[src/rtl/core/smld_pkg.sv]
// Shared types, constants and register codes for the sync marker length deframer.
package smld_pkg;

    localparam int MARKER_BYTES = 4;
    localparam int MARKER_W = MARKER_BYTES * 8;
    localparam int RECENT_W = (MARKER_BYTES > 1) ? (MARKER_BYTES - 1) * 8 : 8;
    localparam int CMP_W = (MARKER_W > 32) ? MARKER_W : 32;

    localparam int CFG_IDX_W = 2;

    typedef enum logic [CFG_IDX_W-1:0] {
        CFG_MARKER_WORD = 2'd0,
        CFG_HEADER_SKIP = 2'd1,
        CFG_MIN_LENGTH  = 2'd2
    } cfg_index_t;

    localparam logic [31:0] MARKER_WORD_RESET = 32'h4954_5300;
    localparam logic [3:0]  HEADER_SKIP_RESET = 4'd4;
    localparam logic [7:0]  MIN_LENGTH_RESET  = 8'd14;

    typedef enum logic [1:0] {
        PH_HUNT = 2'd0,
        PH_SKIP = 2'd1,
        PH_LEN  = 2'd2,
        PH_DATA = 2'd3
    } phase_t;

    typedef struct packed {
        logic [31:0] marker_word;
        logic [3:0]  header_skip;
        logic [7:0]  min_length;
    } cfg_t;

    typedef struct packed {
        logic       valid;
        logic [7:0] out_byte;
        logic       first_byte;
        logic       last_byte;
        logic       aborted;
    } result_t;

endpackage

[src/rtl/core/sync_marker_length_deframer_unit.sv]
// Top level of the sync marker length deframer with its result register.
//
//   Channel  Direction  Payload
//   s_       in         tdata = rx_byte
//   m_       out        tdata = out_byte, tlast = last_byte, tuser = first_byte, aborted
//   cfg_     in         index and 32-bit data for register writes
//
// Each request passes combinationally through the marker compare and frame sequencer into the result register.
// A new request can be accepted every cycle; the result register holds at most one result.
// The input side stalls only while a result is held and the output side is not ready.
// Synchronous active-low reset returns to marker hunting with the default registers.
module sync_marker_length_deframer_unit (
    input  logic                           aclk,
    input  logic                           aresetn,
    input  logic                           s_tvalid,
    output logic                           s_tready,
    input  logic [7:0]                     s_tdata,   // [7:0] rx_byte
    output logic                           m_tvalid,
    input  logic                           m_tready,
    output logic [7:0]                     m_tdata,   // [7:0] out_byte
    output logic                           m_tlast,
    output logic [1:0]                     m_tuser,   // [0] first_byte, [1] aborted
    input  logic                           cfg_valid,
    output logic                           cfg_ready,
    input  logic [smld_pkg::CFG_IDX_W-1:0] cfg_index,
    input  logic [31:0]                    cfg_data
);
    import smld_pkg::*;

    cfg_t    cfg;
    result_t result;
    logic    step;
    logic    hit;

    logic       m_valid_reg;
    logic       m_valid_next;
    logic [7:0] m_data_reg;
    logic       m_last_reg;
    logic [1:0] m_user_reg;

    assign cfg_ready = 1'b1;
    assign s_tready = !m_valid_reg || m_tready;
    assign step = s_tvalid && s_tready;

    smld_cfg_regs u_cfg (
        .aclk      (aclk),
        .aresetn   (aresetn),
        .cfg_write (cfg_valid && cfg_ready),
        .cfg_index (cfg_index),
        .cfg_data  (cfg_data),
        .cfg       (cfg)
    );

    smld_marker_match u_match (
        .aclk        (aclk),
        .aresetn     (aresetn),
        .step        (step),
        .rx_byte     (s_tdata),
        .marker_word (cfg.marker_word),
        .hit         (hit)
    );

    smld_frame_fsm u_fsm (
        .aclk    (aclk),
        .aresetn (aresetn),
        .step    (step),
        .hit     (hit),
        .rx_byte (s_tdata),
        .cfg     (cfg),
        .result  (result)
    );

    always_comb begin
        m_valid_next = m_valid_reg;
        if (step) begin
            m_valid_next = result.valid;
        end else if (m_tready) begin
            m_valid_next = 1'b0;
        end
    end

    always_ff @(posedge aclk) begin
        if (!aresetn) begin
            m_valid_reg <= 1'b0;
        end else begin
            m_valid_reg <= m_valid_next;
        end
    end

    always_ff @(posedge aclk) begin
        if (step && result.valid) begin
            m_data_reg <= result.out_byte;
            m_last_reg <= result.last_byte;
            m_user_reg <= {result.aborted, result.first_byte};
        end
    end

    assign m_tvalid = m_valid_reg;
    assign m_tdata = m_data_reg;
    assign m_tlast = m_last_reg;
    assign m_tuser = m_user_reg;

`ifndef SYNTHESIS
    assert property (@(posedge aclk) disable iff (!aresetn)
        m_tvalid && m_tuser[1] |-> m_tlast)
        else $error("Abort result without last flag.");

    assert property (@(posedge aclk) disable iff (!aresetn)
        m_tvalid && m_tuser[1] |-> (m_tdata == 8'd0) && !m_tuser[0])
        else $error("Abort result carries payload or first flag.");

    assert property (@(posedge aclk) disable iff (!aresetn)
        m_tvalid && !m_tready |-> !s_tready)
        else $error("Request accepted while result register is blocked.");
`endif

endmodule

[src/rtl/core/smld_cfg_regs.sv]
// Configuration register bank for the deframer.
module smld_cfg_regs (
    input  logic                           aclk,
    input  logic                           aresetn,
    input  logic                           cfg_write,
    input  logic [smld_pkg::CFG_IDX_W-1:0] cfg_index,
    input  logic [31:0]                    cfg_data,
    output smld_pkg::cfg_t                 cfg
);
    import smld_pkg::*;

    cfg_t cfg_reg;
    cfg_t cfg_next;

    always_comb begin
        cfg_next = cfg_reg;
        if (cfg_write) begin
            unique case (cfg_index)
                CFG_MARKER_WORD: cfg_next.marker_word = cfg_data;
                CFG_HEADER_SKIP: cfg_next.header_skip = cfg_data[3:0];
                CFG_MIN_LENGTH:  cfg_next.min_length = cfg_data[7:0];
                default:         cfg_next = cfg_reg;
            endcase
        end
    end

    always_ff @(posedge aclk) begin
        if (!aresetn) begin
            cfg_reg.marker_word <= MARKER_WORD_RESET;
            cfg_reg.header_skip <= HEADER_SKIP_RESET;
            cfg_reg.min_length <= MIN_LENGTH_RESET;
        end else begin
            cfg_reg <= cfg_next;
        end
    end

    assign cfg = cfg_reg;

endmodule

[src/rtl/core/smld_marker_match.sv]
// Byte history and marker comparison over the most recent received bytes.
module smld_marker_match (
    input  logic        aclk,
    input  logic        aresetn,
    input  logic        step,
    input  logic [7:0]  rx_byte,
    input  logic [31:0] marker_word,
    output logic        hit
);
    import smld_pkg::*;

    logic [RECENT_W-1:0] recent_reg;
    logic [RECENT_W-1:0] recent_next;
    logic [MARKER_W-1:0] window;

    assign window = MARKER_W'({recent_reg, rx_byte});
    assign hit = (CMP_W'(window) == CMP_W'(MARKER_W'(marker_word)));
    assign recent_next = step ? RECENT_W'(window) : recent_reg;

    always_ff @(posedge aclk) begin
        if (!aresetn) begin
            recent_reg <= '0;
        end else begin
            recent_reg <= recent_next;
        end
    end

endmodule

[src/rtl/core/smld_frame_fsm.sv]
// Frame sequencer: header skip, length check and payload result formation.
module smld_frame_fsm (
    input  logic              aclk,
    input  logic              aresetn,
    input  logic              step,
    input  logic              hit,
    input  logic [7:0]        rx_byte,
    input  smld_pkg::cfg_t    cfg,
    output smld_pkg::result_t result
);
    import smld_pkg::*;

    phase_t      phase_reg;
    phase_t      phase_next;
    logic [3:0]  skip_reg;
    logic [3:0]  skip_next;
    logic [7:0]  left_reg;
    logic [7:0]  left_next;
    logic        start_reg;
    logic        start_next;
    logic [3:0]  skip_dec;
    logic [7:0]  left_dec;

    assign skip_dec = skip_reg - 4'd1;
    assign left_dec = left_reg - 8'd1;

    always_comb begin
        phase_next = phase_reg;
        skip_next = skip_reg;
        left_next = left_reg;
        start_next = start_reg;
        if (step) begin
            if (hit) begin
                skip_next = cfg.header_skip;
                left_next = '0;
                start_next = 1'b0;
                phase_next = (cfg.header_skip == 4'd0) ? PH_LEN : PH_SKIP;
            end else begin
                unique case (phase_reg)
                    PH_HUNT: begin
                        phase_next = PH_HUNT;
                    end
                    PH_SKIP: begin
                        skip_next = skip_dec;
                        if (skip_dec == 4'd0) begin
                            phase_next = PH_LEN;
                        end
                    end
                    PH_LEN: begin
                        if (rx_byte == 8'd0 || rx_byte < cfg.min_length) begin
                            phase_next = PH_HUNT;
                            left_next = '0;
                            start_next = 1'b0;
                        end else begin
                            phase_next = PH_DATA;
                            left_next = rx_byte;
                            start_next = 1'b1;
                        end
                    end
                    PH_DATA: begin
                        start_next = 1'b0;
                        left_next = left_dec;
                        if (left_dec == 8'd0) begin
                            phase_next = PH_HUNT;
                        end
                    end
                    default: phase_next = PH_HUNT;
                endcase
            end
        end
    end

    always_comb begin
        result.valid = (phase_reg == PH_DATA);
        if (hit) begin
            result.out_byte = '0;
            result.first_byte = 1'b0;
            result.last_byte = 1'b1;
            result.aborted = 1'b1;
        end else begin
            result.out_byte = rx_byte;
            result.first_byte = start_reg;
            result.last_byte = (left_reg == 8'd1);
            result.aborted = 1'b0;
        end
    end

    always_ff @(posedge aclk) begin
        if (!aresetn) begin
            phase_reg <= PH_HUNT;
            skip_reg <= '0;
            left_reg <= '0;
            start_reg <= 1'b0;
        end else begin
            phase_reg <= phase_next;
            skip_reg <= skip_next;
            left_reg <= left_next;
            start_reg <= start_next;
        end
    end

endmodule

[config.mk]
export PLATFORM = sky130hd
export DESIGN_NAME = sync_marker_length_deframer_unit
export DESIGN_NICKNAME = d
export VERILOG_FILES = /design/src/rtl/core/smld_pkg.sv /design/src/rtl/core/sync_marker_length_deframer_unit.sv /design/src/rtl/core/smld_cfg_regs.sv /design/src/rtl/core/smld_marker_match.sv /design/src/rtl/core/smld_frame_fsm.sv
export SDC_FILE = /design/constraint.sdc
export NUM_CORES = 1
export LEC_CHECK = 0
export ABC_AREA = 1
export BUFFER_PORTS_ARGS = -buffer_cell sky130_fd_sc_hd__buf_2
export CORE_ASPECT_RATIO = 1.75
export CORE_UTILIZATION = 45
export DETAILED_ROUTE_END_ITERATION = 8
export GPL_ROUTABILITY_DRIVEN = 0
export PLACE_DENSITY_LB_ADDON = 0.25
export SLEW_MARGIN = 20
export SYNTH_ARGS = -nofsm -noshare
export SYNTH_HDL_FRONTEND = slang
export SYNTH_SLANG_ARGS = --single-unit
[constraint.sdc]
create_clock -name aclk -period 2.9 [get_ports aclk]
set_clock_uncertainty 0.2 [all_clocks]
set_input_delay 0.435 -clock aclk [delete_from_list [all_inputs] [get_ports aclk]]
set_output_delay 0.435 -clock aclk [all_outputs]
set_load 0.01 [all_outputs]
==> results of run 1 <==
[cell families (layout without fill, tap and decap cells)]
family	after synthesis	in the layout	share of synthesized area (%)
AND/OR/NAND/NOR	282	282	24.8
AO/OA/AOI/OAI	114	114	13.3
flip-flops	95	95	44.5
buffers and inverters	92	152	7.94
XOR/XNOR	27	27	5.23
adder cells (fa/ha/maj)	15	15	4.15
other	1	1	0.0829
[layer usage]
metal  GRT usage, %  routed length [µm]  up-vias
met5              0                   0        -
li1               -                   -     2096
met2           44.9                6200       96
met3           4.05                 370       20
met4           12.1                 352        0
met1           22.5                4250     1839
[synth_stat cells]
library cell | number | area, µm²
o21ai_0 | 68 | 340
nor2_2 | 1 | 6.26
buf_4 | 1 | 7.51
ha_1 | 15 | 188
buf_6 | 1 | 11.3
clkinv_1 | 3 | 11.3
buf_2 | 2 | 10.0
nand4_1 | 4 | 25.0
a21oi_1 | 37 | 185
a21oi_4 | 1 | 16.3
buf_1 | 2 | 7.51
and2_1 | 1 | 6.26
o22ai_1 | 1 | 6.26
nand3b_1 | 1 | 7.51
nand2_2 | 3 | 18.8
xnor2_1 | 23 | 201
o211ai_1 | 6 | 45.0
conb_1 | 1 | 3.75
xor2_1 | 4 | 35.0
nand2_1 | 141 | 529
dfxtp_1 | 84 | 1680
nor4_1 | 3 | 18.8
nor2_1 | 104 | 390
a21oi_2 | 1 | 8.76
edfxtp_1 | 11 | 330
nand3_1 | 21 | 105
inv_1 | 64 | 240
nor3_1 | 3 | 15.0
clkbuf_1 | 17 | 63.8
inv_2 | 2 | 7.51
[placed cells by master, fill, tap and decap left out, drive strengths merged, types with 2 or more instances in the layout]
cell / count
o211ai: 6
clkinvlp: 2
nor2: 105
nand4: 4
xnor2: 23
nor3: 3
inv: 66
a21oi: 39
clkbuf: 10
clkinv: 7
edfxtp: 11
dfxtp: 84
nor4: 3
ha: 15
nand3: 21
xor2: 4
o21ai: 68
nand2: 144
buf: 67
[worst paths after layout]
path	slack (ps)	to	start	cells past startpoint
worst min-delay path	100	u_cfg.cfg[34]	cfg_data[22]	3
worst max register to register	760	u_fsm.phase_reg[0]	u_match.recent_reg[5]	11
worst min register to register	260	u_cfg.cfg[5]	u_cfg.cfg[5]	2
worst max-delay path	760	u_fsm.phase_reg[0]	u_match.recent_reg[5]	11
[per-stage QoR]
step,setup slack (ps),hold WS [ps],utilization [%]
detailed placement,584,250,50.5
global route,470,114,53.2
finish,759,100,53.2
floorplan,693,233,-
global placement,570,243,50.5
CTS,763,89.7,53.2
[where the power goes]
group	internal (µW)	switching, µW	leakage, µW
combinational	155	242	0.00144
sequential	1400	48.5	0.000789
clock	577	497	0.000126
total	2130	788	0.00235
[worst max-delay path, delay by kind of cell (launching register included)]
kind | cells | cell delay, ps
buf+inv | 1 | 310
flops | 1 | 390
xor+xnor | 1 | 140
simple gates | 9 | 1010
[layout make-up]
type | count | area (µm²)
tap | 125 | 156
multi-input combinational | 439 | 2160
clock buffer | 10 | 229
timing repair buffer | 67 | 355
fill | 1004 | 4580
clock inverter | 6 | 37.5
inverter | 69 | 259
sequential | 95 | 2010
==> flow_summary.json, run 1 <==
{
  "track_usage_pct": 23.1,
  "synthCells": 626,
  "antenna_found_initial": 0,
  "crit_path_end_kind": "flip-flop",
  "nets": 743,
  "tns_ps": 0,
  "rsz0062_at_grt": "no",
  "first_iter_violations": 212,
  "drc": 0,
  "routed_wl_um": 11200,
  "slew_viol_final": 0,
  "path_clk_slew_ps": 70,
  "critical_path_class": "reg2reg",
  "synth_seq_cells": 95,
  "ctsHoldBuffers": 0,
  "cts_buffer_depth": 2,
  "slew_headroom_pct": 48.3,
  "synth_seq_area_share_pct": 44.5,
  "timing.final.crit_share_pct": 73.8,
  "detail-route-antenna-nets": 0,
  "cts-htree-levels": 3,
  "drive_gt1_share_pct": 13.1,
  "finalSetupViolations": 0,
  "hpwl_um": 8540,
  "clock-root-buffer": "clkbuf_16",
  "min_path_type": "in2reg",
  "slowest_stage": "dfxtp_1",
  "avgSynthCellArea_um2": 7.23,
  "largest_register_ffs": 44,
  "die_w_um": 77.8,
  "dpl.cell_count": 795,
  "run_status": "complete, no violations",
  "grt_pass1_wl_um": 18600,
  "clk_latency_ps": 340,
  "die_area_um2": 10500,
  "max_stage_delay_ps": 390,
  "clock-sinks": 95,
  "stdcell_count": 811,
  "fmax_mhz": 467,
  "row_count": 48,
  "synth_cell_types": 30,
  "syn-cell-area_um2": 4520,
  "fin_crit_ps": 2140,
  "diodes": 0,
  "start_util_pct": 46.2,
  "vias": 4051,
  "finalHoldViolCount": 0,
  "ys_warn_count": 0,
  "cp_max_fo": 18,
  "p_per_area_nw_per_um2": 560,
  "wl_per_cell_um": 13.8,
  "ir_drop_mv": 0.313,
  "arrival_ps": 2180,
  "synthToLayoutAreaGrowth_pct": 15.1,
  "final_area_um2": 5210,
  "grt_pass1_vias": 4113,
  "portBuffers": 59,
  "crit_chain": "xnor2_1 > nand2_1 > nor2_1 > nand2_1 > nor2_2 > nand2_2 > inv_2 > nand2_1 > and2_1 > nor2_1 > nor2_1",
  "coreArea_um2": 9790,
  "fp.dieH_um": 135,
  "required_ps": 2940,
  "cts_setup_buffers": 0,
  "cts_resized": 0,
  "overflow": 0,
  "cap_viol_max_count": 0,
  "syn_nets": 688,
  "worstSetupStartpointType": "flip-flop",
  "cts_buffers": 9,
  "grt_max_degree": 32,
  "worstMarginPinSlew_ps": 769,
  "place_area_um2": 4940,
  "first_pass_iters": 4,
  "cts_tree": "done",
  "vias_per_cell": 5.00,
  "power.total_uw": 2920,
  "io-pin-count": 61,
  "p_leak_uw": 0.00235
}
No activity file was read; power rests on OpenSTA's default activity.
==> inputs of run 2 (changes only) <==
==> constraint.sdc (replaced) <==
create_clock -name aclk -period 2.1 [get_ports aclk]
set_clock_uncertainty 0.2 [all_clocks]
set_input_delay 0.315 -clock aclk [delete_from_list [all_inputs] [get_ports aclk]]
set_output_delay 0.315 -clock aclk [all_outputs]
set_load 0.01 [all_outputs]
==> run 2 against run 1 <==
Against the previous run: hold slack got worse by 88 ps; flip-flop and latch count did not move; sequential power grew 38%; critical path type unchanged.
==> flow_summary.json, run 2 (synthesis gave the netlist of run 1 again) <==
{
  "first_iter_violations": 158,
  "vias": 4088,
  "grt_pass1_wl_um": 17600,
  "overflow": 0,
  "fin_crit_ps": 1910,
  "wl_per_cell_um": 13.2,
  "finalHoldViolCount": 0,
  "min_path_type": "in2reg",
  "synthToLayoutAreaGrowth_pct": 22.0,
  "drive_gt1_share_pct": 14.0,
  "timing.final.crit_share_pct": 91.0,
  "slowest_stage": "dfxtp_1",
  "worst_hold_slack_ps": 12.0,
  "final_core_util_pct": 56.4,
  "clock-sinks": 95,
  "critical_path_class": "reg2reg",
  "required_ps": 2130,
  "p_leak_uw": 0.00251,
  "finalSetupViolations": 0,
  "drc": 0,
  "run_status": "complete, no violations",
  "clock-root-buffer": "clkbuf_16",
  "largest_register_ffs": 44,
  "cpLargestDelayFamily": "simple AND/OR/NAND/NOR gates",
  "power.total_uw": 4440,
  "hpwl_um": 8090,
  "setup_slack_ps": 188,
  "layout_common_cells": "nand2_1, nor2_1, dfxtp_1",
  "antenna_found_initial": 0,
  "crit_top_cell": "nor2_1",
  "fmax_mhz": 523,
  "cap_viol_max_count": 0,
  "portBuffers": 59,
  "dp_slack_ps": -44.8,
  "die_w_um": 77.8,
  "max_stage_delay_ps": 370,
  "first_pass_iters": 4,
  "cts_tree": "done",
  "cp_max_fo": 13,
  "coreArea_um2": 9790,
  "cts_buffer_depth": 2,
  "ir_drop_mv": 0.601,
  "start_util_pct": 46.2,
  "arrival_ps": 1940,
  "die_area_um2": 10500,
  "grt_pass1_vias": 3857,
  "routed_wl_um": 10900,
  "path_buf_inv": 1,
  "io-pin-count": 61,
  "worstSetupStartpointType": "flip-flop",
  "clk_latency_ps": 350,
  "layout_commonest_cell": "nand2_1",
  "cts-htree-levels": 3,
  "nets": 762,
  "p_per_area_nw_per_um2": 805,
  "slew_viol_final": 0,
  "path_clk_slew_ps": 60,
  "detail-route-antenna-nets": 0,
  "diodes": 0,
  "grt_max_degree": 55,
  "rsz0062_at_grt": "no",
  "vias_per_cell": 4.93,
  "cts_buffers": 9,
  "crit_path_end_kind": "flip-flop",
  "fp.dieH_um": 135,
  "track_usage_pct": 21.9,
  "row_count": 48,
  "crit_chain": "xnor2_1 > nand2_1 > nor2_1 > nand2_1 > nor2_1 > nand2_4 > a21oi_4 > inv_1 > nor2_1 > nor2_1"
}
run 2: worst paths after layout:
| check | slack (ps) | from | endpoint | depth (start not counted) |
|---|---|---|---|---|
| setup / recovery | 190 | u_match.recent_reg[14] | u_fsm.skip_reg[2] | 10 |
| hold / removal | 10 | cfg_data[28] | u_cfg.cfg[40] | 3 |
| setup reg to reg | 190 | u_match.recent_reg[14] | u_fsm.skip_reg[2] | 10 |
| hold reg to reg | 260 | u_cfg.cfg[4] | u_cfg.cfg[4] | 2 |
run 2: metrics by stage:
stage	instance area, µm²	setup TNS (ps)	cells
global placement	5000	-7.49	800
finish	5520	0	830
detailed placement	5000	-157	800
global route	5520	0	830
CTS	5490	0	830
floorplan	4520	0	626
run 2: power breakdown:
| group | switching [µW] | internal (µW) |
|---|---|---|
| registers | 67.2 | 1930 |
| logic | 334 | 240 |
| clock network | 679 | 1190 |
run 2: cell type report:
class                           instances  area [µm²]
Clock buffer                           10         239
Clock inverter                          6         108
Fill cell                             938        4270
Inverter                               69         259
Multi-Input combinational cell        439        2190
Sequential cell                        95        2010
Tap cell                              125         156
Timing Repair Buffer                   86         558
run 2: timing repair:
item / 4_1_cts / 5_1_grt
hold endpoints to repair: 14 / 0
buffers inserted: 0 / 0
hold buffers: 14 / 0
endpoints found under the setup margin: 0 / 18
resized for setup: 0 / 6
run 2: worst reg2reg max path: stages, from the launching register on:
cell	delay [ps]
dfxtp_1	370
xnor2_1	140
nand2_1	80
nor2_1	110
nand2_1	60
nor2_1	190
nand2_4	170
a21oi_4	210
inv_1	110
nor2_1	100
nor2_1	60
run 2: routing by layer:
metal	up-vias	track usage (%)	share of wire [%]	wire length [µm]
li1	2138	-	-	-
met1	1863	22.6	39	4270
met2	65	41.7	56	6080
met3	22	3.51	2.6	281
met4	0	10.9	2.7	293
met5	-	0	0	0
==> inputs of run 3 (changes only) <==
--- a/config.mk
+++ b/config.mk
@@ -5,7 +5,7 @@
 export SDC_FILE = /design/constraint.sdc
 export NUM_CORES = 1
 export LEC_CHECK = 0
-export ABC_AREA = 1
+export ABC_AREA = 0
 export BUFFER_PORTS_ARGS = -buffer_cell sky130_fd_sc_hd__buf_2
 export CORE_ASPECT_RATIO = 1.75
 export CORE_UTILIZATION = 45
==> run 3 against run 2 <==
Against the previous run: the flow now finishes with violations (setup timing); first-iteration DRC count increased by 120%; hold slack got worse by 7.5 ps; combinational power decreased by 4.5%.
==> flow_summary.json, run 3 <==
{
  "run_status": "finished, violations left",
  "violations": "setup timing",
  "timing.final.crit_share_pct": 106,
  "seq_area_um2": 2030,
  "synth_top_family_by_area": "simple AND/OR/NAND/NOR gates",
  "wl_met1_um": 4820,
  "hpwl_um": 9320,
  "arrival_ps": 2240,
  "synth-edff-count": 11,
  "synth_top_area_cell": "dfxtp_1",
  "yosys.area.top_type_share_pct": 36.6,
  "synth_xor_area_share_pct": 6.29,
  "io-pin-count": 61,
  "syn-cell-area_um2": 4590,
  "synth_cell_types": 59,
  "detail-route-antenna-nets": 0,
  "max_stage_delay_ps": 360,
  "drive_gt1_share_pct": 29.9,
  "slowest_stage": "nor4_1",
  "cap_viol_max_count": 0,
  "synth_seq_area_share_pct": 43.8,
  "antenna_found_initial": 0,
  "final.fill_count": 857,
  "p_per_area_nw_per_um2": 687,
  "synthToLayoutAreaGrowth_pct": 35.9,
  "cpLargestDelayFamily": "simple AND/OR/NAND/NOR gates",
  "fin_crit_ps": 2220,
  "synth-async-reset-ratio_pct": 0,
  "vias_per_cell": 5.43,
  "die_area_um2": 10600,
  "worst_hold_slack_ps": 4.42,
  "crit_chain": "xor2_1 > nor4_1 > and4_1 > buf_6 > buf_6 > a211oi_4 > buf_6 > a32oi_1 > a21oi_1",
  "syn_nets": 610,
  "grt_max_degree": 55,
  "ir_drop_mv": 0.489,
  "die_w_um": 78.4,
  "path_buf_inv": 3,
  "grt_pass1_vias": 4385,
  "coreArea_um2": 9910,
  "vias": 4329,
  "p_leak_uw": 0.00265,
  "grt_pass1_wl_um": 21200,
  "diodes": 0,
  "cp_max_fo": 8,
  "largest_register_ffs": 44,
  "rsz0062_at_grt": "yes",
  "row_count": 48,
  "routed.top_layer": "met4",
  "final_core_util_pct": 63.0,
  "dr_wl_met3_um": 479,
  "finalSetupViolations": 22,
  "slew_headroom_pct": 53.7,
  "hold_depth": 3,
  "slew_viol_final": 0,
  "hold-path-endpoint": "u_cfg.cfg[42]",
  "min_path_type": "in2reg",
  "setup_slack_ps": -123,
  "synthMuxAreaShare_pct": 2.18,
  "wl_per_cell_um": 16.9,
  "synth_compound_area_share_pct": 15.8,
  "cts_buffer_depth": 2,
  "cts-htree-levels": 3,
  "synth_common_cells": "nand2_1, dfxtp_1, a21oi_1, xor2_1, clkbuf_1",
  "start_util_pct": 46.4,
  "layout_common_cells": "nand2_1, dfxtp_1, a21oi_1, buf_4, buf_2",
  "avgSynthCellArea_um2": 8.38,
  "synthFlopType": "dfxtp_1",
  "finalHoldViolCount": 0,
  "reg2reg_depth": 9,
  "reg2reg_to": "u_fsm.left_reg[3]",
  "route.met2.wl_um": 7260,
  "synthTopCellsByArea": "dfxtp_1, nand2_1, edfxtp_1",
  "track_usage_pct": 26.0,
  "routed_wl_um": 13400,
  "clock-root-buffer": "clkbuf_16",
  "path_clk_slew_ps": 70,
  "cts_buffers": 9,
  "r2r_start": "u_match.recent_reg[18]",
  "first_pass_iters": 5,
  "clk_latency_ps": 340,
  "critical_path_class": "reg2reg",
  "yosysMostFrequentCell": "nand2_1",
  "synthCells": 548,
  "clock-sinks": 95,
  "nets": 729,
  "synth_seq_cells": 95,
  "fp.dieH_um": 136,
  "layout_commonest_cell": "nand2_1",
  "ys_warn_count": 0,
  "min-delay-start": "cfg_data[30]",
  "required_ps": 2110,
  "crit_top_cell": "buf_6",
  "portBuffers": 59,
  "drc": 0,
  "yosys.area_share.simple_pct": 23.1,
  "worstMarginPinSlew_ps": 695,
  "fmax_mhz": 450,
  "cts_tree": "done",
  "overflow": 0,
  "worstSetupStartpointType": "flip-flop",
  "ff2ff_setup_slack_ps": -120,
  "multi_input_comb_area_um2": 2640,
  "synth_fa_ha_area_share_pct": 4.08,
  "first_iter_violations": 350,
  "crit_path_end_kind": "flip-flop"
}
## run 3: cell count changes in the layout (fill, tap and decap cells not counted), moves of 9 or more
cell and delta:
a21oi_1 +23, buf_4 +49, xnor2_1 -23, inv_1 -51, dfxtp_1 -9, xor2_1 +29
nand2_1 -10, mux2i_1 +10, nor2_1 -91, o21ai_0 -55
## run 3: stage by stage
stage	TNS [ps]	instance area, µm²	instances	worst slack [ps]	power [µW]
6_report	-1530	6240	797	-123	4290
5_1_grt	-3250	6240	797	-252	4420
4_1_cts	-2040	6010	790	-149	4260
3_5_place_dp	-6380	5430	762	-352	2430
3_3_place_gp	-5470	5430	762	-338	2420
2_1_floorplan	0	4620	548	1.82	2220
## run 3: timing repair
item                                    in CTS  in global routing
resized for setup                           26                 36
hold endpoints to repair                    10                  0
endpoints found under the setup margin      24                 25
hold buffers                                10                  0
gates cloned                                 0                  1
buffers inserted                             2                  6
pin swaps                                   17                 17
## run 3: worst max-delay path by stage
stage	startpoint	to	slack [ps]	cells past startpoint
finish	u_match.recent_reg[18]	u_fsm.left_reg[3]	-120	9
floorplan	u_match.recent_reg[7]	m_tdata[0]	2	8
detailed placement	s_tdata[1]	u_fsm.phase_reg[1]	-350	7
global placement	s_tdata[0]	u_fsm.phase_reg[1]	-340	8
CTS	u_match.recent_reg[11]	u_fsm.skip_reg[1]	-150	8
global route	u_cfg.cfg[4]	u_fsm.left_reg[4]	-250	9
## run 3: logic make-up (layout without fill, tap and decap cells)
| kind of cell | count (synthesis) | count (layout) |
|---|---|---|
| adders and majority gates | 15 | 15 |
| buffers and inverters | 51 | 175 |
| DFF | 95 | 95 |
| muxes | 10 | 10 |
| and+or+nand+nor | 224 | 224 |
| other | 1 | 1 |
| xor gates and xnor gates | 33 | 33 |
| AOI/OAI and AO/OA | 119 | 119 |
## run 3: area by class of cell
type	count	share of cell area [%]
Multi-Input combinational cell	402	42.3
Sequential cell	95	32.5
Timing Repair Buffer	139	16.3
Clock buffer	10	3.83
Tap cell	125	2.51
Clock inverter	6	1.46
Inverter	20	1.20
## run 3: power by group
| group | switching (µW) | internal (µW) |
|---|---|---|
| sequential | 47.4 | 1890 |
| combinational | 295 | 253 |
| clock | 719 | 1080 |
| total | 1060 | 3230 |
## run 3: layer usage
layer	vias up	track usage, %
met5	-	0
met4	0	18.7
met3	56	3.64
met2	127	48.0
met1	2029	26.3
li1	2117	-
## run 3: worst reg2reg max path: stages (launching register included)
cell,delay (ps)
dfxtp_1,330
xor2_1,170
nor4_1,360
and4_1,260
buf_6,160
buf_6,130
a211oi_4,50
buf_6,150
a32oi_1,180
a21oi_1,90
